File: config.mk
export PLATFORM = sky130hd
export DESIGN_NAME = lpkt_queue
export DESIGN_NICKNAME = d
export VERILOG_FILES = /design/src/rtl/core/lpkt_pkg.sv /design/src/rtl/core/lpkt_queue.sv
export SDC_FILE = /design/constraint.sdc
export NUM_CORES = 1
export LEC_CHECK = 0
export ABC_CLOCK_PERIOD_IN_PS = 3300
export BUFFER_PORTS_ARGS = -buffer_cell sky130_fd_sc_hd__buf_2
export CORE_ASPECT_RATIO = 1.2
export CORE_MARGIN = 3
export CORE_UTILIZATION = 54
export CTS_BUF_LIST = sky130_fd_sc_hd__clkbuf_4
export DETAILED_ROUTE_END_ITERATION = 7
export PLACE_DENSITY = 0.8
export SYNTH_ARGS = -nofsm -noshare
export SYNTH_HDL_FRONTEND = slang
export SYNTH_SLANG_ARGS = --single-unit
File: constraint.sdc
create_clock -name clk -period 3.3 [get_ports clk]
set_input_delay 0.33 -clock clk [delete_from_list [all_inputs] [get_ports clk]]
set_output_delay 0.33 -clock clk [all_outputs]
set_load 0.01 [all_outputs]
File: src/rtl/core/lpkt_pkg.sv
// ----------------------------------------------------------------------------
// lpkt_pkg
// Shared types, codes and sizes of the linear probe key table.
// ----------------------------------------------------------------------------
package lpkt_pkg;

  // table geometry
  localparam int TABLE_DEPTH = 256;
  localparam int DATA_WIDTH  = 32;
  localparam int IDX_W       = $clog2(TABLE_DEPTH);
  localparam int SIZE_W      = IDX_W + 1;

  // fixed field widths
  localparam int OP_W     = 2;
  localparam int KEY_W    = 16;
  localparam int FIELD_W  = 32;
  localparam int STAT_W   = 2;
  localparam int SLOT_W   = 8;
  localparam int CFG_W    = 9;
  localparam int DIV_CNT_W = $clog2(KEY_W + 1);

  // request queue between front and back
  localparam int Q_DEPTH = 2;
  localparam int Q_PTR_W = $clog2(Q_DEPTH);
  localparam int Q_CNT_W = $clog2(Q_DEPTH + 1);

  // opcodes
  localparam logic [OP_W-1:0] OP_INSERT = 2'd0;
  localparam logic [OP_W-1:0] OP_LOOKUP = 2'd1;
  localparam logic [OP_W-1:0] OP_MARK   = 2'd2;

  // result status codes
  localparam logic [STAT_W-1:0] ST_OK        = 2'd0;
  localparam logic [STAT_W-1:0] ST_NOT_FOUND = 2'd1;
  localparam logic [STAT_W-1:0] ST_FULL      = 2'd2;

  // classified request handed from front to back
  typedef struct packed {
    logic [OP_W-1:0]    op;
    logic [KEY_W-1:0]   key;
    logic [FIELD_W-1:0] data;
    logic [IDX_W-1:0]   home;
  } req_t;

  typedef enum logic [1:0] {
    F_IDLE,
    F_DIV,
    F_HOLD
  } front_state_t;

  typedef enum logic [1:0] {
    B_IDLE,
    B_READ,
    B_CMP,
    B_DONE
  } back_state_t;

endpackage

File: src/rtl/core/lpkt_queue.sv
// ----------------------------------------------------------------------------
// lpkt_queue
// Short request queue that decouples the hash front from the probe back.
// ----------------------------------------------------------------------------
module lpkt_queue (
  input  logic           clk,
  input  logic           rst_n,
  input  logic           push,
  output logic           ready,
  input  lpkt_pkg::req_t wr_req,
  input  logic           pop,
  output logic           valid,
  output lpkt_pkg::req_t rd_req
);
  import lpkt_pkg::*;

  req_t               mem_r [Q_DEPTH];
  logic [Q_PTR_W-1:0] wptr_r, rptr_r;
  logic [Q_CNT_W-1:0] cnt_r;
  logic               do_push, do_pop;

  assign ready   = (cnt_r != Q_CNT_W'(Q_DEPTH));
  assign valid   = (cnt_r != '0);
  assign do_push = push && ready;
  assign do_pop  = pop && valid;
  assign rd_req  = mem_r[rptr_r];

  // pointers and fill count
  always_ff @(posedge clk) begin
    if (!rst_n) begin
      wptr_r <= '0;
      rptr_r <= '0;
      cnt_r  <= '0;
    end else begin
      if (do_push) begin
        wptr_r <= (wptr_r == Q_PTR_W'(Q_DEPTH - 1)) ? '0 : wptr_r + 1'b1;
      end
      if (do_pop) begin
        rptr_r <= (rptr_r == Q_PTR_W'(Q_DEPTH - 1)) ? '0 : rptr_r + 1'b1;
      end
      if (do_push && !do_pop) begin
        cnt_r <= cnt_r + 1'b1;
      end else if (do_pop && !do_push) begin
        cnt_r <= cnt_r - 1'b1;
      end
    end
  end

  // entry storage
  always_ff @(posedge clk) begin
    if (do_push) begin
      mem_r[wptr_r] <= wr_req;
    end
  end

endmodule

### Word level (Yosys, flattened, before mapping)

Memory sizes are Yosys's and may differ from the RTL's. A register that Yosys moved wholly into a read port is not among the register bits.
Index checks and enable logic that the tools add are counted.

* RAM bits: 116
* output and inout bits: 60
* register bits after elaboration: 4
* word-level logic and storage cells: 25
* memories kept: 1
* bits of input ports: 62

Memories
* mem_r: depth 2, bits a word 58, rd ports 1, clocked after memory_dff 1, write ports 1, RTL line lpkt_queue.sv:17 `req_t mem_r [Q_DEPTH];`

* eq/ne operators: 1
* add/subtract/negate cells: 4
* mux-type cells: 8
* reductions and logical operators: 8

Operators by type and width (count)
* $mux W1: 6
* $logic_and A1 B1 Y1: 4
* $mux W2: 2
* $reduce_bool A2 Y1: 2
* $add A1 B1 Y1 const B: 2
* $add A2 B1 Y2 const B: 1
* $logic_not A1 Y1: 2
* $ne A2 B2 Y1 const B: 1
* $sub A2 B1 Y2 const B: 1

### Longest topological paths before layout

Gate-level depths: netlist of the first run.

* depth after elaboration: 6
* gate-level depth with buffers: 6
* depth with buffers taken out: 6

### Least setup slack after synthesis of the first run

OpenSTA, ideal clock, no wires.

* kind: register to register
* start point: register cnt_r[0]
* end point: memory mem_r[1][0] (netlist name), enable pin
* setup slack: 0.885 ns
* path buffers: 0
* cell stages (with the launch flop): 3
* setup time: 0.422 ns
* clock period less this slack: 2.415 ns
* data required time: 2.878 ns
* arrival: 1.993 ns
* path through: dfxtp_1 -> nand2b_4 -> and3_1

* longest elaborated chain between the ends: 4

Ends and longest elaborated chain
* start, declared: RTL line lpkt_queue.sv:19 `logic [Q_CNT_W-1:0] cnt_r;`
* start signal, assigned: RTL line lpkt_queue.sv:42 `cnt_r <= cnt_r + 1'b1;`
* start signal, assigned: RTL line lpkt_queue.sv:44 `cnt_r <= cnt_r - 1'b1;`
* $ne A2 B2 Y1: RTL line lpkt_queue.sv:22 `assign ready = (cnt_r != Q_CNT_W'(Q_DEPTH));`
* named net ready: RTL line lpkt_queue.sv:9 `output logic ready,`
* $logic_and A1 B1 Y1: RTL line lpkt_queue.sv:24 `assign do_push = push && ready;`
* $mux W1: RTL line lpkt_queue.sv:51 `if (do_push) begin`
* $mux W1 (not written as such): RTL line lpkt_queue.sv:52 `mem_r[wptr_r] <= wr_req;`
* end, declared: RTL line lpkt_queue.sv:17

The timed path passes the listed nets, and every way through them passes these cells.

==> results of run 1 <==
[synthesized netlist by cell type]
| cell | n | area, µm² |
|---|---|---|
| buf_2 | 3 | 15.0 |
| or2_2 | 1 | 6.26 |
| a21boi_0 | 1 | 7.51 |
| or3_1 | 1 | 6.26 |
| edfxtp_1 | 116 | 3480 |
| buf_4 | 1 | 7.51 |
| nand2b_4 | 1 | 13.8 |
| a21boi_1 | 1 | 7.51 |
| and2_1 | 4 | 25.0 |
| xnor2_1 | 2 | 17.5 |
| mux2_2 | 58 | 653 |
| inv_1 | 1 | 3.75 |
| o21ai_0 | 1 | 5.00 |
| and3_1 | 1 | 6.26 |
| a21bo_2 | 1 | 10.0 |
| buf_6 | 2 | 22.5 |
| nand3b_1 | 1 | 7.51 |
| o21ai_1 | 1 | 5.00 |
| dfxtp_1 | 5 | 100 |
| ha_1 | 1 | 12.5 |
| xor2_1 | 1 | 8.76 |
[cell families (layout without fill, tap and decap cells)]
group / Yosys count / in the layout
adder cells (fa/ha/maj): 1 / 1
multiplexers: 58 / 58
buffers and inverters: 7 / 217
AO/OA/AOI/OAI: 5 / 5
AND/OR/NAND/NOR: 9 / 9
XOR/XNOR: 3 / 3
flip-flops: 121 / 121
[layer usage]
| metal | vias up | track usage (%) |
|---|---|---|
| met2 | 89 | 29.7 |
| met4 | 0 | 6.80 |
| met5 | - | 0 |
| met3 | 7 | 6.15 |
| li1 | 1215 | - |
| met1 | 1236 | 19.5 |
[state kept, by name, indices dropped and copies added (netlist names), named ones only]
name,flops
mem_r,116
cnt_r,2
rptr_r,1
wptr_r,1
[layout make-up]
cell class / instances / area [µm²] / share of cell area (%)
inverter: 1 / 3.75 / 0.0627
clock buffer: 17 / 128 / 2.13
tap: 92 / 115 / 1.92
clock inverter: 15 / 129 / 2.15
sequential: 121 / 3580 / 59.8
timing repair buffer: 184 / 1240 / 20.6
multi-input combinational: 76 / 793 / 13.2
[per-stage QoR]
| stage | worst slack (ns) | hold WS (ns) | instance area [µm²] | util [%] | instances |
|---|---|---|---|---|---|
| after floorplan | 0.885 | 0.429 | 4420 | - | 204 |
| after global placement | 1.39 | 0.517 | 5150 | 65.7 | 416 |
| after detailed placement | 1.37 | 0.521 | 5150 | 65.7 | 416 |
| after CTS | 0.818 | 0.00107 | 5850 | 74.6 | 492 |
| after global routing | 0.710 | 0.0455 | 5990 | 76.4 | 506 |
| final | 0.862 | 0.102 | 5990 | 76.4 | 506 |
[worst register-to-register path: stages (launching register included)]
cell and delay [ns]:
dfxtp_1 0.42, nand2b_4 0.18, and3_2 0.55, buf_4 0.41
[cells in the final DEF, fill, tap and decap left out, drive strengths merged]
master,count
mux2,58
dlygate4sd3,58
xor2,1
xnor2,2
ha,1
buf,126
or3,1
dfxtp,5
clkinv,8
edfxtp,116
a21boi,2
clkinvlp,5
nand3b,1
bufinv,1
clkbuf,17
and2,4
inv,2
and3,1
o21ai,2
nand2b,1
a21bo,1
or2,1
[power by group]
part           switching (mW)  total, mW  internal [mW]
combinational           0.488       1.02          0.537
clock                   0.536      0.906          0.370
sequential              0.103       2.02           1.92
total                    1.13       3.95           2.82
[worst max path at each step]
stage / end / slack [ns] / startpoint / cells past startpoint
after floorplan: mem_r[1][0]$_DFFE_PP_ / 0.89 / cnt_r[0]$_SDFFE_PN0P_ / 2
final: rd_req[56] / 0.86 / register / 3
after CTS: rd_req[50] / 0.82 / register / 3
after global placement: rd_req[50] / 1.39 / register / 3
after detailed placement: rd_req[50] / 1.37 / register / 3
after global routing: rd_req[50] / 0.71 / register / 3
==> impl_metrics.toml, run 1 <==
[run_status]
status = "completed"

[clock_tree]
cts_buffer_depth = 2
numCtsBuffers = 17
clockRootBuffer = "clkbuf_4"
cts-hold-fix-buffers = 44
post-cts-setup-buffers = 0
clock-sinks = 121
cts_resized = 0
cts_tree = "yes"
clk_latency_ns = 0.49
cts.clk_slew.worst_paths_ns = 0.10
cts_max_level = 4

[placed_design]
dpl.hpwl_mm = 5.07
gp_congestion = 0.706
port_buffers = 121

[power_and_ir_drop]
p_total_mw = 3.95
power_density_nw_per_um2 = 660
p_leak_nw = 2.27
irDropWorstVdd_mv = 0.414

[worst_setup_path]
worstReg2RegEnd = "mem_r[1][56]$_DFFE_PP_"
max_stage_delay_ns = 0.81
critPathBufInv = 2
required_ns = 2.97
path_cells = "buf_12 -> mux2_2 -> buf_2"
critPathLaunchType = "register"
r2r_cells = 3
worstPathMaxFanout = 30
cp_slowest_cell = "dfxtp_2"
critical_path.endpoint_type = "output port"
crit_type = "reg2out"
ff2ff_setup_slack_ns = 1.41
reg2reg_from = "cnt_r[0]$_SDFFE_PN0P_"
worstPathArrival_ns = 2.11
crit_family = "flip-flops"

[synthesis]
synthesis.nets = 267
synthCells = 204
muxShareOfSynthArea_pct = 14.8
synth_top_family_by_area = "multiplexers"
synth_simple_gate_area_share_pct = 1.47
synthesis.area_um2 = 4420
synth_adder_area_share_pct = 0.283
synth_cell_type_count = 21
ys_warn_count = 0
seq_area_frac_synth_pct = 81.0
yosys_register_bits = 121
synth_compound_gate_area_share_pct = 0.792
synthXorXnorAreaFrac_pct = 0.594
postSynthAreaPerCell_um2 = 21.7

[detailed_routing]
drtIter0Drc = 86
route.met2.wl_mm = 4.60
drt-met1-wl_mm = 3.01
post_drt_wl_per_cell_um = 16.2
postRouteAntennaNets = 0
dr_total_vias = 2547
top_layer_used = "met4"
via_per_inst = 5.03
routed_wirelength_mm = 8.19
drc = 0
drtPass1Iterations = 4
wl_met3_um = 506

[layout]
fin_nets = 464
areaGrowthSynthToFinish_pct = 35.4
drive_gt1_share_pct = 53.1
fillers = 450
antenna_cells = 0

[sta]
period_needed_ns = 2.44
timing.setup.tns_ns = 0
worstMarginPinSlew_ns = 0.721
fin_crit_sh_pct = 73.9
setup_viol = 0
finalClockSkew_ns = 0.0117
rsz0062_at_grt = "no"
finalHoldViolCount = 0
max_freq_ghz = 0.410
max_slew_margin_pct = 51.9
drv_slew = 0

[floorplanning]
core_area_um2 = 7840
die_w_um = 88.6
io_pins = 122
die_y_um = 105
rows = 35
die_area_um2 = 9320
start_util_pct = 56.4

[hold_path]
holdPathEnd = "cnt_r[0]$_SDFFE_PN0P_"
hold_path_class = "in2reg"
hold_path_depth = 2
min_from = "rst_n"

[global_route]
overflow = 0
grt_pass1_vias = 2610
antenna_found_initial = 0
grt_max_degree = 31
grt_pass1_wl_mm = 12.0
grtUsageTotal_pct = 17.4

[job]
maxCapViolCount = 0
No activity file was read; power rests on OpenSTA's default activity.
==> inputs of run 2 (changes only) <==
--- a/config.mk
+++ b/config.mk
@@ -5,7 +5,8 @@
 export SDC_FILE = /design/constraint.sdc
 export NUM_CORES = 1
 export LEC_CHECK = 0
-export ABC_CLOCK_PERIOD_IN_PS = 3300
+export ABC_AREA = 1
+export ABC_CLOCK_PERIOD_IN_PS = 2540
 export BUFFER_PORTS_ARGS = -buffer_cell sky130_fd_sc_hd__buf_2
 export CORE_ASPECT_RATIO = 1.2
 export CORE_MARGIN = 3
==> constraint.sdc (replaced) <==
create_clock -name clk -period 2.54 [get_ports clk]
set_input_delay 0.254 -clock clk [delete_from_list [all_inputs] [get_ports clk]]
set_output_delay 0.254 -clock clk [all_outputs]
set_load 0.01 [all_outputs]
==> impl_metrics.toml, run 2 <==
[global_route]
overflow = 0
use_met3_pct = 7.91
grt_pass1_wl_mm = 13.1
grt_max_degree = 59
antenna_found_initial = 0
busiest_layer = "met2"
met1_usage_pct = 20.0
grt_pass1_vias = 2813
grt_use_met2_pct = 32.7
grtUsageTotal_pct = 19.2

[sta]
max_slew_margin_pct = 69.2
setup_viol = 0
hold_ws_ns = 0.198
fin_crit_sh_pct = 87.0
finalHoldViolCount = 0
finalClockSkew_ns = 0.0127
rsz0062_at_grt = "no"
worstMarginPinSlew_ns = 0.463
drv_slew = 0
max_freq_ghz = 0.452
timing.setup.tns_ns = 0
period_needed_ns = 2.21

[worst_setup_path]
crit_family = "flip-flops"
critPathBufInv = 2
required_ns = 2.29
max_stage_delay_ns = 0.66
critical_path.endpoint_type = "output port"
r2r_cells = 10
reg2reg_from = "cnt_r[0]$_SDFFE_PN0P_"
crit_type = "reg2out"
worstPathArrival_ns = 1.96
cp_num_cells = 3
worstPathMaxFanout = 30
cp_slowest_cell = "dfxtp_4"
path_cells = "buf_12 -> mux2_2 -> buf_2"
worstReg2RegEnd = "cnt_r[1]$_SDFFE_PN0P_"
ff2ff_setup_slack_ns = 0.88
critPathLaunchType = "register"

[hold_path]
min_from = "pop"
holdPathEnd = "rptr_r$_SDFFE_PN0P_"
hold_path_class = "in2reg"
hold_path_depth = 4

[clock_tree]
clockRootBuffer = "clkbuf_4"
clock-sinks = 121
numCtsBuffers = 17
cts_resized = 0
cts_buffer_depth = 2
clk_latency_ns = 0.50
cts_max_level = 4
cts_tree = "yes"
cts.clk_slew.worst_paths_ns = 0.10

[detailed_routing]
post_drt_wl_per_cell_um = 16.2
drc = 0
routed_wirelength_mm = 8.42
drtPass1Iterations = 4
postRouteAntennaNets = 0
dr_total_vias = 2624
drtIter0Drc = 95
via_per_inst = 5.05

[synthesis]
synth_simple_gate_area_share_pct = 1.67
synthXorXnorAreaFrac_pct = 0
muxShareOfSynthArea_pct = 16.2
yosys_register_bits = 121
synthCells = 217
synth_top_family_by_area = "multiplexers"
synthesis.area_um2 = 4500
synth_largest_area_cell = "edfxtp_1"
synth_adder_area_share_pct = 0.278
synthArstFlopShare_pct = 0
yosysTopAreaCellShare_pct = 77.4
yosysMostFrequentCell = "edfxtp_1"
ys_warn_count = 0
yosys-top-cells-count = "edfxtp_1, mux2_2, mux2_4"
synth_edf_count = 116
postSynthAreaPerCell_um2 = 20.7
synth_area_leaders = "edfxtp_1, mux2_2, mux2_4"
seq_area_frac_synth_pct = 79.6
synthesis.nets = 280
synthFlopType = "edfxtp_1"
synth_cell_type_count = 15
synth_compound_gate_area_share_pct = 0.500

[floorplanning]
die_w_um = 89.3
core_area_um2 = 7880
start_util_pct = 57.1
die_y_um = 106
io_pins = 122
die_area_um2 = 9470
rows = 35

[power_and_ir_drop]
power_density_nw_per_um2 = 873
power_frac_clock_pct = 25.7
irDropWorstVdd_mv = 0.727
p_leak_nw = 2.40
power.internal_mw = 3.88
p_comb_share_pct = 24.8
swShare_pct = 27.6
p_sw_mw = 1.48
seqPwrFrac_pct = 49.5

[run_status]
status = "completed"

[layout]
drive_gt1_share_pct = 50.8
multi_input_area_um2 = 853
fin_nets = 477
largest_registers = "mem_r: 116 flops, cnt_r: 2 flops"
largest_register_ffs = 116
layout_common_cells = "buf_2, edfxtp_1, dlygate4sd3_1, mux2_2, mux2_4"
layout_commonest_cell = "buf_2"
areaGrowthSynthToFinish_pct = 36.5
regMostFlops = "mem_r"
regArea_um2 = 3590
fillers = 465

[placed_design]
port_buffers = 121
gp_congestion = 0.739
dpl.hpwl_mm = 4.95

[job]
maxCapViolCount = 0
## run 2: cells by family after synthesis
logic type,after synthesis
AOI/OAI and AO/OA,4
adders and majority gates,1
buffers and inverters,14
DFF,121
muxes,58
and+or+nand+nor,19
## run 2: area by class of cell
type / instances / share of cell area, %
Sequential cell: 121 / 58.4
Timing Repair Buffer: 184 / 20.4
Inverter: 8 / 0.489
Clock buffer: 17 / 2.08
Antenna cell: 1 / 0.0407
Tap cell: 92 / 1.87
Multi-Input combinational cell: 82 / 13.9
Clock inverter: 15 / 2.89
## run 2: how the worst max path moves through the flow
stage	start	end	slack, ns
6_report	register	rd_req[42]	0.33
3_5_place_dp	register	rd_req[4]	0.85
2_1_floorplan	cnt_r[0]$_SDFFE_PN0P_	mem_r[0][0]$_DFFE_PP_	-0.05
4_1_cts	register	rd_req[4]	0.28
3_3_place_gp	register	rd_req[41]	0.87
5_1_grt	register	rd_req[42]	0.20
## run 2: what timing repair did
item                      in CTS  in global routing
setup buffers                  0                  0
hold buffers                  59                  0
hold endpoints to repair     121                  0
## run 2: worst reg2reg max path, stage by stage, from the launching register on
cell,delay (ns)
dfxtp_1,0.35
inv_1,0.14
nand2_1,0.10
nand2_1,0.22
inv_1,0.10
ha_1,0.33
inv_1,0.08
nand3_1,0.08
nand2_1,0.08
inv_1,0.05
nor2_1,0.09
## run 2: power groups by stage
| stage | registers, mW | clock network (mW) | logic [mW] |
|---|---|---|---|
| floorplan | 2.63 | 0 | 0.862 |
| global placement | 2.69 | 0 | 1.23 |
| detailed placement | 2.70 | 0 | 1.26 |
| CTS | 2.66 | 1.41 | 1.34 |
| global route | 2.69 | 1.49 | 1.45 |
| finish | 2.66 | 1.38 | 1.33 |
## run 2: metal layers
metal	up-vias	routed length (µm)
met1	1258	3180
li1	1240	-
met2	107	4560
met4	0	171
met3	19	516
met5	-	0
## run 2: through the flow
stage | instances | power, mW | instance area (µm²) | worst slack (ns) | utilization [%]
2_1_floorplan | 217 | 3.49 | 4510 | -0.0467 | -
3_3_place_gp | 428 | 3.92 | 5250 | 0.866 | 66.6
3_5_place_dp | 428 | 3.96 | 5250 | 0.850 | 66.6
4_1_cts | 519 | 5.41 | 6140 | 0.278 | 77.9
5_1_grt | 519 | 5.62 | 6140 | 0.198 | 77.9
6_report | 520 | 5.36 | 6140 | 0.330 | 78.0
==> inputs of run 3 (changes only) <==
--- a/config.mk
+++ b/config.mk
@@ -5,7 +5,6 @@
 export SDC_FILE = /design/constraint.sdc
 export NUM_CORES = 1
 export LEC_CHECK = 0
-export ABC_AREA = 1
 export ABC_CLOCK_PERIOD_IN_PS = 2540
 export BUFFER_PORTS_ARGS = -buffer_cell sky130_fd_sc_hd__buf_2
 export CORE_ASPECT_RATIO = 1.2
==> impl_metrics.toml, run 3 (same netlist as run 1, synthesis figures left out) <==
[worst_setup_path]
worstReg2RegEnd = "mem_r[0][45]$_DFFE_PP_"
crit_family = "buffers and inverters"
critical_path.endpoint_type = "output port"
worstPathArrival_ns = 1.79
worstPathMaxFanout = 35
required_ns = 2.29
critPathLaunchType = "register"
reg2reg_from = "cnt_r[0]$_SDFFE_PN0P_"
ff2ff_setup_slack_ns = 0.80
crit_type = "reg2out"
r2r_cells = 4
max_stage_delay_ns = 0.41
path_cells = "buf_4 -> mux2_2 -> buf_2"
critPathBufInv = 2
cp_slowest_cell = "mux2_2"

[power_and_ir_drop]
power_density_nw_per_um2 = 888
p_leak_nw = 2.31
p_total_mw = 5.37
irDropWorstVdd_mv = 0.613

[sta]
fin_crit_sh_pct = 80.3
max_slew_margin_pct = 66.6
drv_slew = 0
max_freq_ghz = 0.490
finalHoldViolCount = 0
setup_viol = 0
worstMarginPinSlew_ns = 0.502
timing.setup.tns_ns = 0
rsz0062_at_grt = "no"
finalClockSkew_ns = 0.0104
period_needed_ns = 2.04

[placed_design]
dpl.hpwl_mm = 4.93
gp_congestion = 0.747
port_buffers = 121

[detailed_routing]
post_drt_wl_per_cell_um = 16.8
drc = 0
via_per_inst = 5.18
dr_total_vias = 2625
postRouteAntennaNets = 0
drtIter0Drc = 160
routed_wirelength_mm = 8.51
drtPass1Iterations = 4

[clock_tree]
cts.clk_slew.worst_paths_ns = 0.10
post-cts-setup-buffers = 0
clock-sinks = 121
clk_latency_ns = 0.49
cts_max_level = 4
cts_resized = 0
cts_tree = "yes"
cts_buffer_depth = 2
cts-hold-fix-buffers = 59
clockRootBuffer = "clkbuf_4"
numCtsBuffers = 17

[hold_path]
min_from = "push"
holdPathEnd = "wptr_r$_SDFFE_PN0P_"
hold_path_depth = 3
hold_path_class = "in2reg"

[layout]
layout_commonest_cell = "buf_2"
largest_registers = "mem_r: 116 flops, cnt_r: 2 flops"
drive_gt1_share_pct = 53.3
antenna_cells = 0
fin_nets = 465
regMostFlops = "mem_r"
largest_register_ffs = 116
layout_common_cells = "buf_2, edfxtp_1, dlygate4sd3_1, mux2_2, clkbuf_4"
final_core_util_pct = 77.1
areaGrowthSynthToFinish_pct = 36.7

[global_route]
grt_pass1_vias = 2819
antenna_found_initial = 0
overflow = 0
grt_pass1_wl_mm = 13.2
grtUsageTotal_pct = 19.3
grt_max_degree = 39

[run_status]
status = "completed"

[floorplanning]
rows = 35
die_w_um = 88.6
core_area_um2 = 7840
start_util_pct = 56.4
die_y_um = 105
io_pins = 122
die_area_um2 = 9320

[job]
maxCapViolCount = 0
## run 3: worst max path at each step
| stage | from | cells after the start | end | slack, ns |
|---|---|---|---|---|
| after floorplan | cnt_r[0]$_SDFFE_PN0P_ | 2 | mem_r[1][0]$_DFFE_PP_ | 0.13 |
| after global placement | cnt_r[0]$_SDFFE_PN0P_ | 4 | mem_r[0][31]$_DFFE_PP_ | 0.87 |
| after detailed placement | cnt_r[0]$_SDFFE_PN0P_ | 4 | mem_r[0][6]$_DFFE_PP_ | 0.81 |
| after CTS | register | 3 | rd_req[38] | 0.44 |
| after global routing | register | 3 | rd_req[19] | 0.36 |
| final | register | 3 | rd_req[19] | 0.50 |
## run 3: final cells by class
cell class              count  area [µm²]
flip-flops and latches    121        3580
repair buffers            185        1250
clock inverters            15         176
inverters                   1        3.75
multi-input cells          76         793
clock buffers              17         128
well taps                  92         115
fillers                   445        1790
## run 3: layer usage
layer	wire [µm]	GRT usage, %	vias up
li1	-	-	1212
met2	4640	33.3	117
met4	212	8.21	0
met5	0	0	-
met3	561	6.78	21
met1	3090	20.9	1275
## run 3: where the power goes
group          total [mW]  switching [mW]  leakage [nW]  internal [mW]
clock                1.39           0.709         0.160          0.686
combinational        1.41           0.717          1.03          0.697
sequential           2.56          0.0725          1.12           2.49
## run 3: stage by stage
stage               hold slack [ns]  cells  worst slack (ns)  cell area, µm²
global route                 0.0640    507             0.363            6050
detailed placement            0.445    416             0.806            5150
floorplan                     0.353    204             0.125            4420
CTS                          0.0716    507             0.438            6050
finish                        0.114    507             0.499            6050
global placement              0.442    416             0.866            5150
## run 3: worst min-delay path, stage by stage
cell and delay (ns):
buf_2 0.11, a21bo_2 0.12, a21boi_0 0.08
