File: src/rtl/core/lpkt_pkg.sv
// ----------------------------------------------------------------------------
// lpkt_pkg
// Shared types, codes and sizes of the linear probe key table.
// ----------------------------------------------------------------------------
package lpkt_pkg;

  // table geometry
  localparam int TABLE_DEPTH = 256;
  localparam int DATA_WIDTH  = 32;
  localparam int IDX_W       = $clog2(TABLE_DEPTH);
  localparam int SIZE_W      = IDX_W + 1;

  // fixed field widths
  localparam int OP_W     = 2;
  localparam int KEY_W    = 16;
  localparam int FIELD_W  = 32;
  localparam int STAT_W   = 2;
  localparam int SLOT_W   = 8;
  localparam int CFG_W    = 9;
  localparam int DIV_CNT_W = $clog2(KEY_W + 1);

  // request queue between front and back
  localparam int Q_DEPTH = 2;
  localparam int Q_PTR_W = $clog2(Q_DEPTH);
  localparam int Q_CNT_W = $clog2(Q_DEPTH + 1);

  // opcodes
  localparam logic [OP_W-1:0] OP_INSERT = 2'd0;
  localparam logic [OP_W-1:0] OP_LOOKUP = 2'd1;
  localparam logic [OP_W-1:0] OP_MARK   = 2'd2;

  // result status codes
  localparam logic [STAT_W-1:0] ST_OK        = 2'd0;
  localparam logic [STAT_W-1:0] ST_NOT_FOUND = 2'd1;
  localparam logic [STAT_W-1:0] ST_FULL      = 2'd2;

  // classified request handed from front to back
  typedef struct packed {
    logic [OP_W-1:0]    op;
    logic [KEY_W-1:0]   key;
    logic [FIELD_W-1:0] data;
    logic [IDX_W-1:0]   home;
  } req_t;

  typedef enum logic [1:0] {
    F_IDLE,
    F_DIV,
    F_HOLD
  } front_state_t;

  typedef enum logic [1:0] {
    B_IDLE,
    B_READ,
    B_CMP,
    B_DONE
  } back_state_t;

endpackage

File: src/rtl/core/lpkt_front.sv
// ----------------------------------------------------------------------------
// lpkt_front
// Accepts requests and computes the home slot (key modulo table size)
// with a one bit per cycle restoring remainder unit.
// ----------------------------------------------------------------------------
module lpkt_front (
  input  logic                             clk,
  input  logic                             rst_n,
  input  logic                             in_push,
  output logic                             in_full,
  input  logic [lpkt_pkg::OP_W-1:0]        in_opcode,
  input  logic [lpkt_pkg::KEY_W-1:0]       in_key,
  input  logic [lpkt_pkg::FIELD_W-1:0]     in_entry_data,
  input  logic [lpkt_pkg::SIZE_W-1:0]      size_n,
  output logic                             req_valid,
  input  logic                             req_ready,
  output lpkt_pkg::req_t                   req
);
  import lpkt_pkg::*;

  front_state_t         state_r, state_nxt;
  logic [OP_W-1:0]      op_r, op_nxt;
  logic [KEY_W-1:0]     key_r, key_nxt;
  logic [FIELD_W-1:0]   data_r, data_nxt;
  logic [KEY_W-1:0]     shift_r, shift_nxt;
  logic [SIZE_W-1:0]    rem_r, rem_nxt;
  logic [DIV_CNT_W-1:0] cnt_r, cnt_nxt;
  logic [SIZE_W-1:0]    rem_sh;

  // one remainder step: shift in next key bit, subtract once if possible
  assign rem_sh = {rem_r[SIZE_W-2:0], shift_r[KEY_W-1]};

  // next state and outputs
  always_comb begin
    state_nxt = state_r;
    op_nxt    = op_r;
    key_nxt   = key_r;
    data_nxt  = data_r;
    shift_nxt = shift_r;
    rem_nxt   = rem_r;
    cnt_nxt   = cnt_r;
    in_full   = (state_r != F_IDLE);
    req_valid = 1'b0;
    case (state_r)
      F_IDLE: begin
        if (in_push) begin
          op_nxt    = in_opcode;
          key_nxt   = in_key;
          data_nxt  = in_entry_data;
          shift_nxt = in_key;
          rem_nxt   = '0;
          cnt_nxt   = '0;
          state_nxt = F_DIV;
        end
      end
      F_DIV: begin
        rem_nxt   = (rem_sh >= size_n) ? rem_sh - size_n : rem_sh;
        shift_nxt = {shift_r[KEY_W-2:0], 1'b0};
        cnt_nxt   = cnt_r + 1'b1;
        if (cnt_r == DIV_CNT_W'(KEY_W - 1)) begin
          state_nxt = F_HOLD;
        end
      end
      F_HOLD: begin
        req_valid = 1'b1;
        if (req_ready) begin
          state_nxt = F_IDLE;
        end
      end
      default: begin
        state_nxt = F_IDLE;
      end
    endcase
  end

  // state register
  always_ff @(posedge clk) begin
    if (!rst_n) begin
      state_r <= F_IDLE;
    end else begin
      state_r <= state_nxt;
    end
  end

  // request payload and divider registers
  always_ff @(posedge clk) begin
    op_r    <= op_nxt;
    key_r   <= key_nxt;
    data_r  <= data_nxt;
    shift_r <= shift_nxt;
    rem_r   <= rem_nxt;
    cnt_r   <= cnt_nxt;
  end

  // fields in struct order: op, key, data, home
  assign req = {op_r, key_r, data_r, rem_r[IDX_W-1:0]};

endmodule

File: config.mk
export PLATFORM = sky130hd
export DESIGN_NAME = lpkt_front
export DESIGN_NICKNAME = d
export VERILOG_FILES = /design/src/rtl/core/lpkt_pkg.sv /design/src/rtl/core/lpkt_front.sv
export SDC_FILE = /design/constraint.sdc
export NUM_CORES = 1
export LEC_CHECK = 0
export ABC_AREA = 0
export ABC_CLOCK_PERIOD_IN_PS = 6600
export BUFFER_PORTS_ARGS = -buffer_cell sky130_fd_sc_hd__clkbuf_2
export CAP_MARGIN = 20
export CORE_UTILIZATION = 53
export CTS_CLUSTER_SIZE = 12
export DETAILED_ROUTE_END_ITERATION = 7
export GPL_ROUTABILITY_DRIVEN = 0
export PLACE_DENSITY = 0.85
export SETUP_SLACK_MARGIN = 0.4
export SLEW_MARGIN = 40
export SYNTH_ARGS = -nofsm -noshare
export SYNTH_HDL_FRONTEND = slang
export SYNTH_SLANG_ARGS = --single-unit
export TNS_END_PERCENT = 10
File: constraint.sdc
create_clock -name clk -period 6.6 [get_ports clk]
set_input_delay 1.32 -clock clk [delete_from_list [all_inputs] [get_ports clk]]
set_output_delay 1.32 -clock clk [all_outputs]
set_load 0.02 [all_outputs]
---- Yosys cells after proc, flatten, opt, wreduce, memory -nomap -nowiden ----
Index checks and enable logic that the tools add are counted.
word-level totals
  logic and storage cells ................. 34
  output and inout port bits .............. 60
  bits in registers ....................... 81
operators by class
  add/sub/neg operators ................... 2
  mux-type cells .......................... 12
  $lt $le $gt $ge ......................... 1
  equality and inequality tests ........... 6
  reductions and logical operators ........ 6
operators by type and width
  operator                                                               number
  16-bit case mux with 2 select lines                                    1
  16-bit 2-to-1 mux                                                      1
  8-bit 2-to-1 mux                                                       2
  8-bit case mux with 2 select lines                                     1
  5-bit case mux with 2 select lines                                     1
  9-bit greater-or-equal comparator                                      1
  8-bit subtractor                                                       1
  2-bit 2-to-1 mux                                                       3
  2-bit inequality test, second input constant                           3
  2-bit case mux with 3 select lines                                     1
  5-bit by 1-bit adder with 5-bit output, second input constant          1
  5-bit by 4-bit equality test with 1-bit output, second input constant  1
  5-bit 2-to-1 mux                                                       1
  2-bit AND reduction                                                    2
  2-bit nonzero test                                                     2
  3-bit AND reduction                                                    1
  2-bit by 1-bit equality test with 1-bit output, second input constant  1
  2-bit equality test, second input constant                             1
  2-bit logical NOT                                                      1
  1-bit 2-to-1 mux                                                       1

---- Logic depth before layout (Yosys ltp) ----
Gate-level depths: netlist (run 1).
  depth in word-level cells ............... 3
  gate-level depth with buffers ........... 8

---- Worst setup path after synthesis (run 1) ----
No wires, ideal clock.
  kind .................................... input to register
  start point ............................. input port in_push
  end point ............................... register data_r[0], enable pin
  arrival time ............................ 3.482 ns
  stages on the path ...................... 2
  path slack .............................. 2.659 ns
  cells stage by stage .................... inv_1 nor2_1
between the ends
  word-level cells in the longest chain between the ends .. 1
ends and longest elaborated chain
  element                        RTL line          RTL
  start, declared                lpkt_front.sv:9   input logic in_push,
  2-bit AND reduction (no line)  n/a
  end signal, assigned           lpkt_front.sv:89  data_r <= data_nxt;
  end, declared                  lpkt_front.sv:24  logic [FIELD_W-1:0] data_r, data_nxt;
No other way between the ends.
A chain may end at the register's enable or synchronous reset.

---- Worst setup path in the final report (run 1) ----
  start point ............................. input port size_n[0] in the netlist's numbering
  end point ............................... register rem_r[6] (data pin)
between the ends
  word-level cells in the longest chain between the ends .. 3
  elaborated cells on any way between the ends .. 4
  those cells by class .................... 1 x add/sub; 1 x order compare; 2 x mux
ends and longest elaborated chain
  element                                                                       RTL line          RTL
  start, declared                                                               lpkt_front.sv:14  input logic [lpkt_pkg::SIZE_W-1:0] size_n,
  8-bit subtractor / 9-bit greater-or-equal comparator (equally long branches)  lpkt_front.sv:57  rem_nxt = (rem_sh >= size_n) ? rem_sh - size_n : rem_sh;
  8-bit 2-to-1 mux *                                                            lpkt_front.sv:57
  8-bit case mux with 2 select lines *                                          lpkt_front.sv:44  case (state_r)
  end signal, assigned                                                          lpkt_front.sv:91  rem_r <= rem_nxt;
  end, declared                                                                 lpkt_front.sv:26  logic [SIZE_W-1:0] rem_r, rem_nxt;
Mark *: on every way between the ends. The rest lies on a longest branch, timed or not.

==> results of run 1 <==
## critical path, stage by stage
cell	delay [ps]
clkbuf_2	80
ha_1	220
fa_1	410
nor2b_1	250
o31a_1	200
o311ai_0	150
o21ai_1	130
a21oi_1	80
## power breakdown
part           leakage [nW]  internal [mW]  switching, mW
registers             0.789          0.621         0.0190
clock network        0.0905          0.176          0.177
logic                 0.998         0.0823          0.140
## layout make-up
class	instances	area share (%)
clock buffers	10	2.98
clock inverters	6	1.55
inverters	15	1.31
multi-input cells	138	20.9
flip-flops and latches	81	56.3
well taps	75	2.19
repair buffers	125	14.8
## routing by layer
metal / vias to the layer above / part of all wire (%) / track usage [%]
met5: - / 0 / 0
met1: 1102 / 40 / 25.5
li1: 1135 / - / -
met2: 90 / 52 / 38.9
met3: 13 / 6.2 / 6.00
met4: 0 / 1.9 / 10.5
## sequential cells by signal, indices dropped and copies added (netlist names)
signal / cells
cnt_r: 5
data_r: 32
key_r: 16
op_r: 2
rem_r: 8
shift_r: 16
state_r: 2
## worst max-delay path by stage
stage | endpoint | slack, ps
after floorplan | data_r[0] | 2660
after global placement | rem_r[7] | 3630
after detailed placement | rem_r[6] | 3550
after CTS | rem_r[6] | 3910
after global routing | rem_r[6] | 3740
final | rem_r[6] | 3840
## layout by cell type, fill, tap and decap left out, drive strengths merged, types with 2 or more instances in the layout
master,n
clkbuf,132
edfxtp,79
nand2,47
inv,16
ha,11
a21oi,10
nor2,8
nand3,7
o21ai,7
nor2b,6
nand2b,4
a211oi,4
o21a,3
buf,3
nor3,3
and3,2
xnor2,2
and2,2
o311ai,2
nand3b,2
o211ai,2
clkinvlp,2
dfxtp,2
a21bo,2
clkinv,2
## logic make-up after synthesis
logic type               Yosys count  share of synthesized area (%)
adder cells (fa/ha/maj)           12                           4.66
AND/OR/NAND/NOR                   85                           11.6
buffers and inverters             21                           2.66
flip-flops                        81                           71.3
XOR/XNOR                           3                          0.776
AO/OA/AOI/OAI                     38                           9.02
==> flow_results.xml, run 1 <==
<?xml version="1.0" encoding="UTF-8"?>
<metrics>
  <group name="global_routing">
    <metric name="grt_first_pass_wirelength" unit="microns">10800</metric>
    <metric name="maximum_number_of_pins_on_one_net_before_global_route_repair" unit="">52</metric>
    <metric name="first_global_vias" unit="">2366</metric>
    <metric name="grt_overflow_total" unit="">0</metric>
    <metric name="groute.usage.overall" unit="%">22.4</metric>
    <metric name="antenna_found_initial" unit="">0</metric>
  </group>
  <group name="worst_setup_path">
    <metric name="worstRegToRegCells" unit="">8</metric>
    <metric name="path_max_fanout" unit="">3</metric>
    <metric name="timing.critical_path.arrival" unit="ps">2840</metric>
    <metric name="critical_path_required" unit="ps">6680</metric>
    <metric name="end_kind" unit="">flip-flop</metric>
    <metric name="setup.worst_path.start_class" unit="">input port</metric>
    <metric name="criticalPathCategory" unit="">input port to flip-flop</metric>
    <metric name="worstSetupStartpoint" unit="">size_n[0]</metric>
    <metric name="reg2reg_from" unit="">shift_r[15]</metric>
    <metric name="regToRegSetupSlack" unit="ps">4480</metric>
    <metric name="regToRegEndpoint" unit="">rem_r[6]</metric>
  </group>
  <group name="cts">
    <metric name="clkSinkCount" unit="">81</metric>
    <metric name="ctsHtreeMaxLevel" unit="">3</metric>
    <metric name="clkLatencyLatePin" unit="ps">340</metric>
    <metric name="cts_hold_repair.buffers" unit="">0</metric>
    <metric name="ctsRootBufferMaster" unit="">clkbuf_8</metric>
    <metric name="cts-buffers-inserted" unit="">9</metric>
    <metric name="cts_post_setup_buffers_inserted" unit="">0</metric>
    <metric name="tritoncts_clock_tree" unit="">done</metric>
    <metric name="cts_resized" unit="">0</metric>
    <metric name="cts-root-to-sink-buffers" unit="">2</metric>
    <metric name="clkSlewWorstSetupHoldPaths" unit="ps">80</metric>
  </group>
  <group name="route">
    <metric name="ant_nets" unit="">0</metric>
    <metric name="drt_iter0_markers" unit="">118</metric>
    <metric name="routed_via_density" unit="">5.20</metric>
    <metric name="drcViolationCount" unit="">0</metric>
    <metric name="routedWlPerCell" unit="microns">15.4</metric>
    <metric name="vias" unit="">2340</metric>
    <metric name="detail_route.first_pass.iterations" unit="">4</metric>
    <metric name="detail_route.wirelength" unit="microns">6910</metric>
  </group>
  <group name="floorplan">
    <metric name="io-pin-count" unit="">123</metric>
    <metric name="die_w" unit="microns">81.9</metric>
    <metric name="core_area" unit="sq mm">0.00603</metric>
    <metric name="floorplan.die.height" unit="microns">81.9</metric>
    <metric name="placement_rows" unit="">28</metric>
    <metric name="initial_utilization" unit="%">56.2</metric>
    <metric name="floorplan.die_area" unit="sq mm">0.00671</metric>
  </group>
  <group name="yosys">
    <metric name="netlist_top_cells_count" unit="">79 x edfxtp_1, 46 x nand2_1, 15 x inv_1</metric>
    <metric name="synth_cell_types" unit="">45</metric>
    <metric name="ys_warn_count" unit="">0</metric>
    <metric name="top_count_cell_post_synth" unit="">edfxtp_1</metric>
    <metric name="number_of_instances_in_the_synthesized_netlist" unit="">240</metric>
    <metric name="synth_async_sr_flop_share" unit="%">0</metric>
    <metric name="post_synth_instance_area" unit="sq mm">0.00338</metric>
    <metric name="synthTopCellsByArea" unit="">edfxtp_1 70%, nand2_1 5.1%, ha_1 4.1%, inv_1 1.7%, a21oi_1 1.3%</metric>
    <metric name="synth_ff_type" unit="">edfxtp_1</metric>
    <metric name="synth_top_cell_by_area" unit="">edfxtp_1</metric>
    <metric name="synth_edf_count" unit="">79</metric>
    <metric name="yosysTopAreaCellShare" unit="%">70.1</metric>
    <metric name="synthesis.nets" unit="">315</metric>
    <metric name="syn_avg_cell_area" unit="sq um">14.1</metric>
    <metric name="synth_seq_area_share" unit="%">71.3</metric>
    <metric name="ys_seq_elements" unit="">81</metric>
  </group>
  <group name="power_and_ir_drop">
    <metric name="power_leakage" unit="nW">1.88</metric>
    <metric name="powerDensity" unit="mW/mm^2">283</metric>
    <metric name="total_design_power" unit="mW">1.21</metric>
    <metric name="ir_worst_vdd" unit="V">0.000225</metric>
  </group>
  <group name="timing">
    <metric name="clock.fmax" unit="GHz">0.362</metric>
    <metric name="setup_viol_count_final" unit="">0</metric>
    <metric name="timing_worst_slew_pin_value" unit="ps">636</metric>
    <metric name="timing_hold_violations_final" unit="">0</metric>
    <metric name="worst_hold_slack" unit="ps">515</metric>
    <metric name="finalClockSkew" unit="ps">7.32</metric>
    <metric name="relSlewSlack" unit="%">57.4</metric>
    <metric name="period_share" unit="%">41.9</metric>
    <metric name="post-route-worst-setup-slack" unit="ps">3840</metric>
    <metric name="number_of_max_slew_violations_in_the_final_report" unit="">0</metric>
    <metric name="final.min_clock_period" unit="ps">2760</metric>
    <metric name="unrepaired_setup_endpoints_after_global_routing" unit="">false</metric>
    <metric name="setup-tns-final" unit="ps">0</metric>
  </group>
  <group name="flow_run">
    <metric name="drv.max_cap_violation_count" unit="">0</metric>
  </group>
  <group name="worst_hold_path">
    <metric name="timing.hold.worst_endpoint" unit="">shift_r[2]</metric>
    <metric name="hold_path_depth" unit="">2</metric>
    <metric name="hold_path.startpoint" unit="">shift_r[1]</metric>
    <metric name="worst_hold_path_type" unit="">flip-flop to flip-flop</metric>
  </group>
  <group name="placed_design">
    <metric name="placed_cells_incl_taps" unit="">434</metric>
    <metric name="detailedPlacementHpwl" unit="microns">5070</metric>
    <metric name="dp_slack" unit="ps">3550</metric>
    <metric name="dpl-instance-area" unit="sq mm">0.00409</metric>
    <metric name="port-buffer-count" unit="">122</metric>
  </group>
  <group name="finish">
    <metric name="multiInputGateArea" unit="sq um">896</metric>
    <metric name="antenna_cells_inserted" unit="">0</metric>
    <metric name="final_util" unit="%">71.1</metric>
    <metric name="post-route-cell-area" unit="sq mm">0.00429</metric>
    <metric name="areaGrowthSynthToFinish" unit="%">26.6</metric>
    <metric name="final_net_count" unit="">445</metric>
    <metric name="layout.cells.non_filler" unit="">450</metric>
    <metric name="sequential_area" unit="sq mm">0.00241</metric>
    <metric name="final_layout_size_suffix_gt1_share" unit="%">40.5</metric>
    <metric name="fillCellCount" unit="">431</metric>
  </group>
  <group name="status">
    <metric name="status" unit="">completed</metric>
  </group>
</metrics>
Power figures use the tool's default switching activity.
==> inputs of run 2 (changes only) <==
--- a/config.mk
+++ b/config.mk
@@ -6,14 +6,14 @@
 export NUM_CORES = 1
 export LEC_CHECK = 0
 export ABC_AREA = 0
-export ABC_CLOCK_PERIOD_IN_PS = 6600
+export ABC_CLOCK_PERIOD_IN_PS = 2600
 export BUFFER_PORTS_ARGS = -buffer_cell sky130_fd_sc_hd__clkbuf_2
 export CAP_MARGIN = 20
-export CORE_UTILIZATION = 53
+export CORE_UTILIZATION = 49
 export CTS_CLUSTER_SIZE = 12
 export DETAILED_ROUTE_END_ITERATION = 7
 export GPL_ROUTABILITY_DRIVEN = 0
-export PLACE_DENSITY = 0.85
+export PLACE_DENSITY = 0.79
 export SETUP_SLACK_MARGIN = 0.4
 export SLEW_MARGIN = 40
 export SYNTH_ARGS = -nofsm -noshare
==> constraint.sdc (replaced) <==
create_clock -name clk -period 2.6 [get_ports clk]
set_input_delay 0.52 -clock clk [delete_from_list [all_inputs] [get_ports clk]]
set_output_delay 0.52 -clock clk [all_outputs]
set_load 0.02 [all_outputs]
==> flow_results.xml, run 2 (synthesis results as in run 1) <==
<?xml version="1.0" encoding="UTF-8"?>
<metrics>
  <group name="cts">
    <metric name="clkSinkCount" unit="">81</metric>
    <metric name="clkSlewWorstSetupHoldPaths" unit="ps">90</metric>
    <metric name="tritoncts_clock_tree" unit="">done</metric>
    <metric name="ctsHtreeMaxLevel" unit="">3</metric>
    <metric name="ctsRootBufferMaster" unit="">clkbuf_8</metric>
    <metric name="cts-buffers-inserted" unit="">9</metric>
    <metric name="clkLatencyLatePin" unit="ps">350</metric>
    <metric name="cts-root-to-sink-buffers" unit="">2</metric>
  </group>
  <group name="timing">
    <metric name="timing_hold_violations_final" unit="">0</metric>
    <metric name="number_of_max_slew_violations_in_the_final_report" unit="">0</metric>
    <metric name="final.min_clock_period" unit="ps">2140</metric>
    <metric name="unrepaired_setup_endpoints_after_global_routing" unit="">false</metric>
    <metric name="finalClockSkew" unit="ps">12.1</metric>
    <metric name="clock.fmax" unit="GHz">0.467</metric>
    <metric name="relSlewSlack" unit="%">74.6</metric>
    <metric name="period_share" unit="%">82.3</metric>
    <metric name="worst_hold_slack" unit="ps">341</metric>
    <metric name="setup-tns-final" unit="ps">0</metric>
    <metric name="setup_viol_count_final" unit="">0</metric>
    <metric name="timing_worst_slew_pin_value" unit="ps">380</metric>
  </group>
  <group name="worst_setup_path">
    <metric name="end_kind" unit="">flip-flop</metric>
    <metric name="path_max_fanout" unit="">5</metric>
    <metric name="timing.critical_path.arrival" unit="ps">2210</metric>
    <metric name="criticalPathCategory" unit="">flip-flop to flip-flop</metric>
    <metric name="setup.worst_path.start_class" unit="">flip-flop</metric>
    <metric name="critical_path_required" unit="ps">2670</metric>
    <metric name="worstRegToRegCells" unit="">6</metric>
  </group>
  <group name="floorplan">
    <metric name="io-pin-count" unit="">123</metric>
    <metric name="floorplan.die_area" unit="sq mm">0.00724</metric>
    <metric name="floorplan.die.height" unit="microns">85.1</metric>
    <metric name="die_w" unit="microns">85.1</metric>
    <metric name="core_area" unit="sq mm">0.00649</metric>
    <metric name="placement_rows" unit="">29</metric>
    <metric name="initial_utilization" unit="%">52.1</metric>
  </group>
  <group name="finish">
    <metric name="largest_register_ffs" unit="">32</metric>
    <metric name="final_net_count" unit="">446</metric>
    <metric name="layout.cells.non_filler" unit="">453</metric>
    <metric name="multiInputGateArea" unit="sq um">906</metric>
    <metric name="antenna_cells_inserted" unit="">0</metric>
    <metric name="post-route-cell-area" unit="sq mm">0.00435</metric>
    <metric name="fillCellCount" unit="">490</metric>
    <metric name="top_regs" unit="">data_r x32, key_r x16, shift_r x16</metric>
    <metric name="areaGrowthSynthToFinish" unit="%">28.5</metric>
    <metric name="leading_cell_type_in_the_layout_fill_and_taps_excluded" unit="">clkbuf_2</metric>
    <metric name="most-common-layout-cells" unit="">122 x clkbuf_2, 79 x edfxtp_1, 46 x nand2_1</metric>
    <metric name="final_layout_size_suffix_gt1_share" unit="%">41.2</metric>
    <metric name="largest_register_by_flop_count" unit="">data_r</metric>
    <metric name="sequential_area" unit="sq mm">0.00241</metric>
  </group>
  <group name="route">
    <metric name="drt_iter0_markers" unit="">171</metric>
    <metric name="drcViolationCount" unit="">0</metric>
    <metric name="detail_route.first_pass.iterations" unit="">4</metric>
    <metric name="detail_route.wirelength" unit="microns">7100</metric>
    <metric name="ant_nets" unit="">0</metric>
    <metric name="routed_via_density" unit="">5.12</metric>
    <metric name="routedWlPerCell" unit="microns">15.7</metric>
    <metric name="vias" unit="">2320</metric>
  </group>
  <group name="placed_design">
    <metric name="placed_cells_incl_taps" unit="">437</metric>
    <metric name="detailedPlacementHpwl" unit="microns">5090</metric>
    <metric name="port-buffer-count" unit="">122</metric>
    <metric name="dpl-instance-area" unit="sq mm">0.00411</metric>
  </group>
  <group name="power_and_ir_drop">
    <metric name="total_design_power" unit="mW">3.20</metric>
    <metric name="ir_worst_vdd" unit="V">0.000502</metric>
    <metric name="power_leakage" unit="nW">1.90</metric>
    <metric name="powerDensity" unit="mW/mm^2">736</metric>
  </group>
  <group name="global_routing">
    <metric name="grt_overflow_total" unit="">0</metric>
    <metric name="antenna_found_initial" unit="">0</metric>
    <metric name="first_global_vias" unit="">2241</metric>
    <metric name="grt_first_pass_wirelength" unit="microns">10900</metric>
    <metric name="groute.usage.overall" unit="%">20.2</metric>
    <metric name="maximum_number_of_pins_on_one_net_before_global_route_repair" unit="">42</metric>
  </group>
  <group name="worst_hold_path">
    <metric name="hold_path_depth" unit="">1</metric>
    <metric name="worst_hold_path_type" unit="">input port to flip-flop</metric>
  </group>
  <group name="flow_run">
    <metric name="drv.max_cap_violation_count" unit="">0</metric>
  </group>
  <group name="status">
    <metric name="status" unit="">completed</metric>
  </group>
</metrics>
run 2: changes by cell type in the layout (fill, tap and decap cells not counted), sizes merged:
cell | previous run | this run
inv | 16 | 17
buf | 3 | 4
clkinv | 2 | 1
clkbuf | 132 | 131
bufinv | 1 | 2
run 2: worst max-delay path: stages, from the launching register on:
cell	delay [ps]
edfxtp_1	440
ha_1	400
and3_1	200
a21bo_4	260
a21bo_1	180
a211oi_1	270
a211oi_1	140
run 2: area by class of cell:
type,count,share of cell area (%)
repair buffers,126,15.0
clock inverters,7,2.33
multi-input cells,138,20.8
clock buffers,9,2.85
inverters,15,1.29
flip-flops and latches,81,55.5
well taps,77,2.22
run 2: through the flow:
stage	utilization [%]	setup WS [ps]
2_1_floorplan	-	572
5_1_grt	67.0	378
6_report	67.0	461
4_1_cts	66.8	487
3_3_place_gp	63.3	434
3_5_place_dp	63.3	383
run 2: repair_timing:
item                                    in CTS  in global routing
gates resized for setup                      0                  2
endpoints found under the setup margin       0                  3
hold endpoints to repair                     0                  0
hold buffers                                 0                  0
buffers inserted                             0                  0
run 2: routing by layer:
metal,vias to the layer above,wire (microns),track usage [%]
li1,1138,-,-
met1,1086,2840,24.0
met2,82,3760,35.0
met3,14,335,6.03
met4,0,168,7.55
met5,-,0,0
run 2: final timing paths:
| kind | startpoint | to | slack, ps |
|---|---|---|---|
| worst max-delay path | rem_r[3] | rem_r[7] | 460 |
| worst max register to register | rem_r[3] | rem_r[7] | 460 |
| worst min register to register | shift_r[13] | shift_r[14] | 520 |
| worst min-delay path | in_entry_data[10] | data_r[10] | 340 |
run 2: power breakdown:
| group | leakage (nW) | switching [mW] | internal [mW] |
|---|---|---|---|
| clock | 0.106 | 0.457 | 0.549 |
| sequential | 0.789 | 0.0465 | 1.57 |
| combinational | 1.01 | 0.360 | 0.215 |
| total | 1.90 | 0.864 | 2.34 |
==> inputs of run 3 (changes only) <==
--- a/config.mk
+++ b/config.mk
@@ -6,14 +6,14 @@
 export NUM_CORES = 1
 export LEC_CHECK = 0
 export ABC_AREA = 0
-export ABC_CLOCK_PERIOD_IN_PS = 2600
+export ABC_CLOCK_PERIOD_IN_PS = 1910
 export BUFFER_PORTS_ARGS = -buffer_cell sky130_fd_sc_hd__clkbuf_2
 export CAP_MARGIN = 20
-export CORE_UTILIZATION = 49
+export CORE_UTILIZATION = 44
 export CTS_CLUSTER_SIZE = 12
 export DETAILED_ROUTE_END_ITERATION = 7
 export GPL_ROUTABILITY_DRIVEN = 0
-export PLACE_DENSITY = 0.79
+export PLACE_DENSITY = 0.75
 export SETUP_SLACK_MARGIN = 0.4
 export SLEW_MARGIN = 40
 export SYNTH_ARGS = -nofsm -noshare
==> constraint.sdc (replaced) <==
create_clock -name clk -period 1.91 [get_ports clk]
set_input_delay 0.382 -clock clk [delete_from_list [all_inputs] [get_ports clk]]
set_output_delay 0.382 -clock clk [all_outputs]
set_load 0.02 [all_outputs]
==> flow_results.xml, run 3 (synthesis results as in run 1) <==
<?xml version="1.0" encoding="UTF-8"?>
<metrics>
  <group name="finish">
    <metric name="leading_cell_type_in_the_layout_fill_and_taps_excluded" unit="">clkbuf_2</metric>
    <metric name="antenna_cells_inserted" unit="">0</metric>
    <metric name="largest_register_ffs" unit="">32</metric>
    <metric name="final_net_count" unit="">460</metric>
    <metric name="final_util" unit="%">62.6</metric>
    <metric name="largest_register_by_flop_count" unit="">data_r</metric>
    <metric name="areaGrowthSynthToFinish" unit="%">35.5</metric>
    <metric name="layout.cells.non_filler" unit="">488</metric>
    <metric name="post-route-cell-area" unit="sq mm">0.00459</metric>
    <metric name="top_regs" unit="">data_r x32, key_r x16, shift_r x16</metric>
    <metric name="most-common-layout-cells" unit="">118 x clkbuf_2, 79 x edfxtp_1, 46 x nand2_1</metric>
    <metric name="final_layout_size_suffix_gt1_share" unit="%">46.5</metric>
  </group>
  <group name="timing">
    <metric name="period_share" unit="%">100</metric>
    <metric name="unrepaired_setup_endpoints_after_global_routing" unit="">true</metric>
    <metric name="post-route-worst-setup-slack" unit="ps">-8.21</metric>
    <metric name="timing_worst_slew_pin_value" unit="ps">665</metric>
    <metric name="final.min_clock_period" unit="ps">1920</metric>
    <metric name="relSlewSlack" unit="%">55.4</metric>
    <metric name="number_of_max_slew_violations_in_the_final_report" unit="">0</metric>
    <metric name="setup_viol_count_final" unit="">4</metric>
    <metric name="clock.fmax" unit="GHz">0.521</metric>
    <metric name="setup-tns-final" unit="ps">-25.0</metric>
    <metric name="timing_hold_violations_final" unit="">0</metric>
    <metric name="worst_hold_slack" unit="ps">207</metric>
    <metric name="finalClockSkew" unit="ps">13.5</metric>
  </group>
  <group name="worst_setup_path">
    <metric name="criticalPathCategory" unit="">flip-flop to flip-flop</metric>
    <metric name="reg2reg_from" unit="">rem_r[3]</metric>
    <metric name="critical_path.max_stage_delay" unit="ps">450</metric>
    <metric name="regToRegEndpoint" unit="">rem_r[5]</metric>
    <metric name="critical_path.n_buffers_inverters" unit="">0</metric>
    <metric name="setup.worst_path.start_class" unit="">flip-flop</metric>
    <metric name="slowest_stage" unit="">edfxtp_1</metric>
    <metric name="crit_path_end" unit="">rem_r[5]</metric>
    <metric name="timing.critical_path.arrival" unit="ps">2110</metric>
    <metric name="worstRegToRegCells" unit="">6</metric>
    <metric name="crit_path_cell_trace" unit="">ha_4 &gt; and3_4 &gt; a21bo_4 &gt; a31oi_4 &gt; o211ai_1 &gt; a21oi_1</metric>
    <metric name="regToRegSetupSlack" unit="ps">-8</metric>
    <metric name="end_kind" unit="">flip-flop</metric>
    <metric name="path_delay_family" unit="">compound AO/OA/AOI/OAI gates</metric>
    <metric name="critical_path_cell_count" unit="">6</metric>
    <metric name="path_max_fanout" unit="">8</metric>
    <metric name="worstSetupStartpoint" unit="">rem_r[3]</metric>
    <metric name="critical_path_required" unit="ps">2100</metric>
  </group>
  <group name="placed_design">
    <metric name="dpl-instance-area" unit="sq mm">0.00428</metric>
    <metric name="detailedPlacementHpwl" unit="microns">5510</metric>
    <metric name="dp_slack" unit="ps">-160</metric>
    <metric name="placed_cells_incl_taps" unit="">473</metric>
    <metric name="port-buffer-count" unit="">122</metric>
  </group>
  <group name="route">
    <metric name="ant_nets" unit="">0</metric>
    <metric name="drt_iter0_markers" unit="">100</metric>
    <metric name="met1_routed_length" unit="microns">2890</metric>
    <metric name="detailroute.wirelength.met2" unit="microns">3780</metric>
    <metric name="vias" unit="">2374</metric>
    <metric name="routed_via_density" unit="">4.86</metric>
    <metric name="detail_route.first_pass.iterations" unit="">4</metric>
    <metric name="routed-wl-met3" unit="microns">365</metric>
    <metric name="routedWlPerCell" unit="microns">14.6</metric>
    <metric name="drcViolationCount" unit="">0</metric>
    <metric name="maxUsedRoutingLayer" unit="">met4</metric>
    <metric name="detail_route.wirelength" unit="microns">7130</metric>
  </group>
  <group name="cts">
    <metric name="cts-buffers-inserted" unit="">9</metric>
    <metric name="clkSinkCount" unit="">81</metric>
    <metric name="tritoncts_clock_tree" unit="">done</metric>
    <metric name="clkSlewWorstSetupHoldPaths" unit="ps">90</metric>
    <metric name="ctsHtreeMaxLevel" unit="">3</metric>
    <metric name="cts_post_setup_buffers_inserted" unit="">0</metric>
    <metric name="ctsRootBufferMaster" unit="">clkbuf_8</metric>
    <metric name="cts_hold_repair.buffers" unit="">0</metric>
    <metric name="cts-root-to-sink-buffers" unit="">2</metric>
    <metric name="clkLatencyLatePin" unit="ps">340</metric>
  </group>
  <group name="power_and_ir_drop">
    <metric name="total_design_power" unit="mW">4.58</metric>
    <metric name="ir_worst_vdd" unit="V">0.000570</metric>
    <metric name="powerDensity" unit="mW/mm^2">999</metric>
    <metric name="power_leakage" unit="nW">1.99</metric>
  </group>
  <group name="floorplan">
    <metric name="io-pin-count" unit="">123</metric>
    <metric name="core_area" unit="sq mm">0.00733</metric>
    <metric name="floorplan.die.height" unit="microns">89.7</metric>
    <metric name="floorplan.die_area" unit="sq mm">0.00805</metric>
    <metric name="placement_rows" unit="">31</metric>
    <metric name="die_w" unit="microns">89.7</metric>
    <metric name="initial_utilization" unit="%">46.2</metric>
  </group>
  <group name="global_routing">
    <metric name="grt_first_pass_wirelength" unit="microns">11600</metric>
    <metric name="first_global_vias" unit="">2342</metric>
    <metric name="antenna_found_initial" unit="">0</metric>
    <metric name="maximum_number_of_pins_on_one_net_before_global_route_repair" unit="">38</metric>
    <metric name="grt_overflow_total" unit="">0</metric>
    <metric name="groute.usage.overall" unit="%">18.6</metric>
  </group>
  <group name="status">
    <metric name="violated_checks" unit="">negative setup slack</metric>
    <metric name="status" unit="">finished, violations left</metric>
  </group>
  <group name="flow_run">
    <metric name="drv.max_cap_violation_count" unit="">0</metric>
  </group>
  <group name="worst_hold_path">
    <metric name="worst_hold_path_type" unit="">input port to flip-flop</metric>
  </group>
</metrics>
## run 3: cell types whose count changed in the layout (fill, tap and decap cells not counted), sizes merged
cell,previous run,this run
inv,17,16
buf,4,22
clkinvlp,2,1
clkbuf,131,127
bufinv,2,3
## run 3: worst min-delay path by stage
stage	startpoint	to	cells after the start
4_1_cts	in_entry_data[31]	data_r[31]	1
3_3_place_gp	shift_r[11]	shift_r[12]	2
2_1_floorplan	in_entry_data[0]	data_r[0]	0
5_1_grt	in_entry_data[19]	data_r[19]	1
3_5_place_dp	shift_r[14]	shift_r[15]	2
6_report	in_entry_data[0]	data_r[0]	1
## run 3: cell type report
type | count | area [sq um]
Fill cell | 598 | 2750
Sequential cell | 81 | 2410
Multi-Input combinational cell | 138 | 977
Timing Repair Buffer | 140 | 774
Clock buffer | 9 | 124
Tap cell | 99 | 124
Clock inverter | 6 | 115
Inverter | 15 | 56.3
## run 3: metal layers
layer  vias up  global-route usage [%]
met5         -                       0
met1      1124                    22.6
met4         0                    6.97
met2        83                    31.9
li1       1161                       -
met3         6                    4.74
## run 3: timing repair
action | CTS | global route
resized for setup | 7 | 15
setup endpoints to repair | 10 | 12
cloned | 0 | 0
pin swaps | 4 | 7
## run 3: where the power goes
part / internal, mW / switching [mW]
Sequential: 2.14 / 0.0613
Combinational: 0.382 / 0.520
Clock: 0.868 / 0.608
Total: 3.39 / 1.19
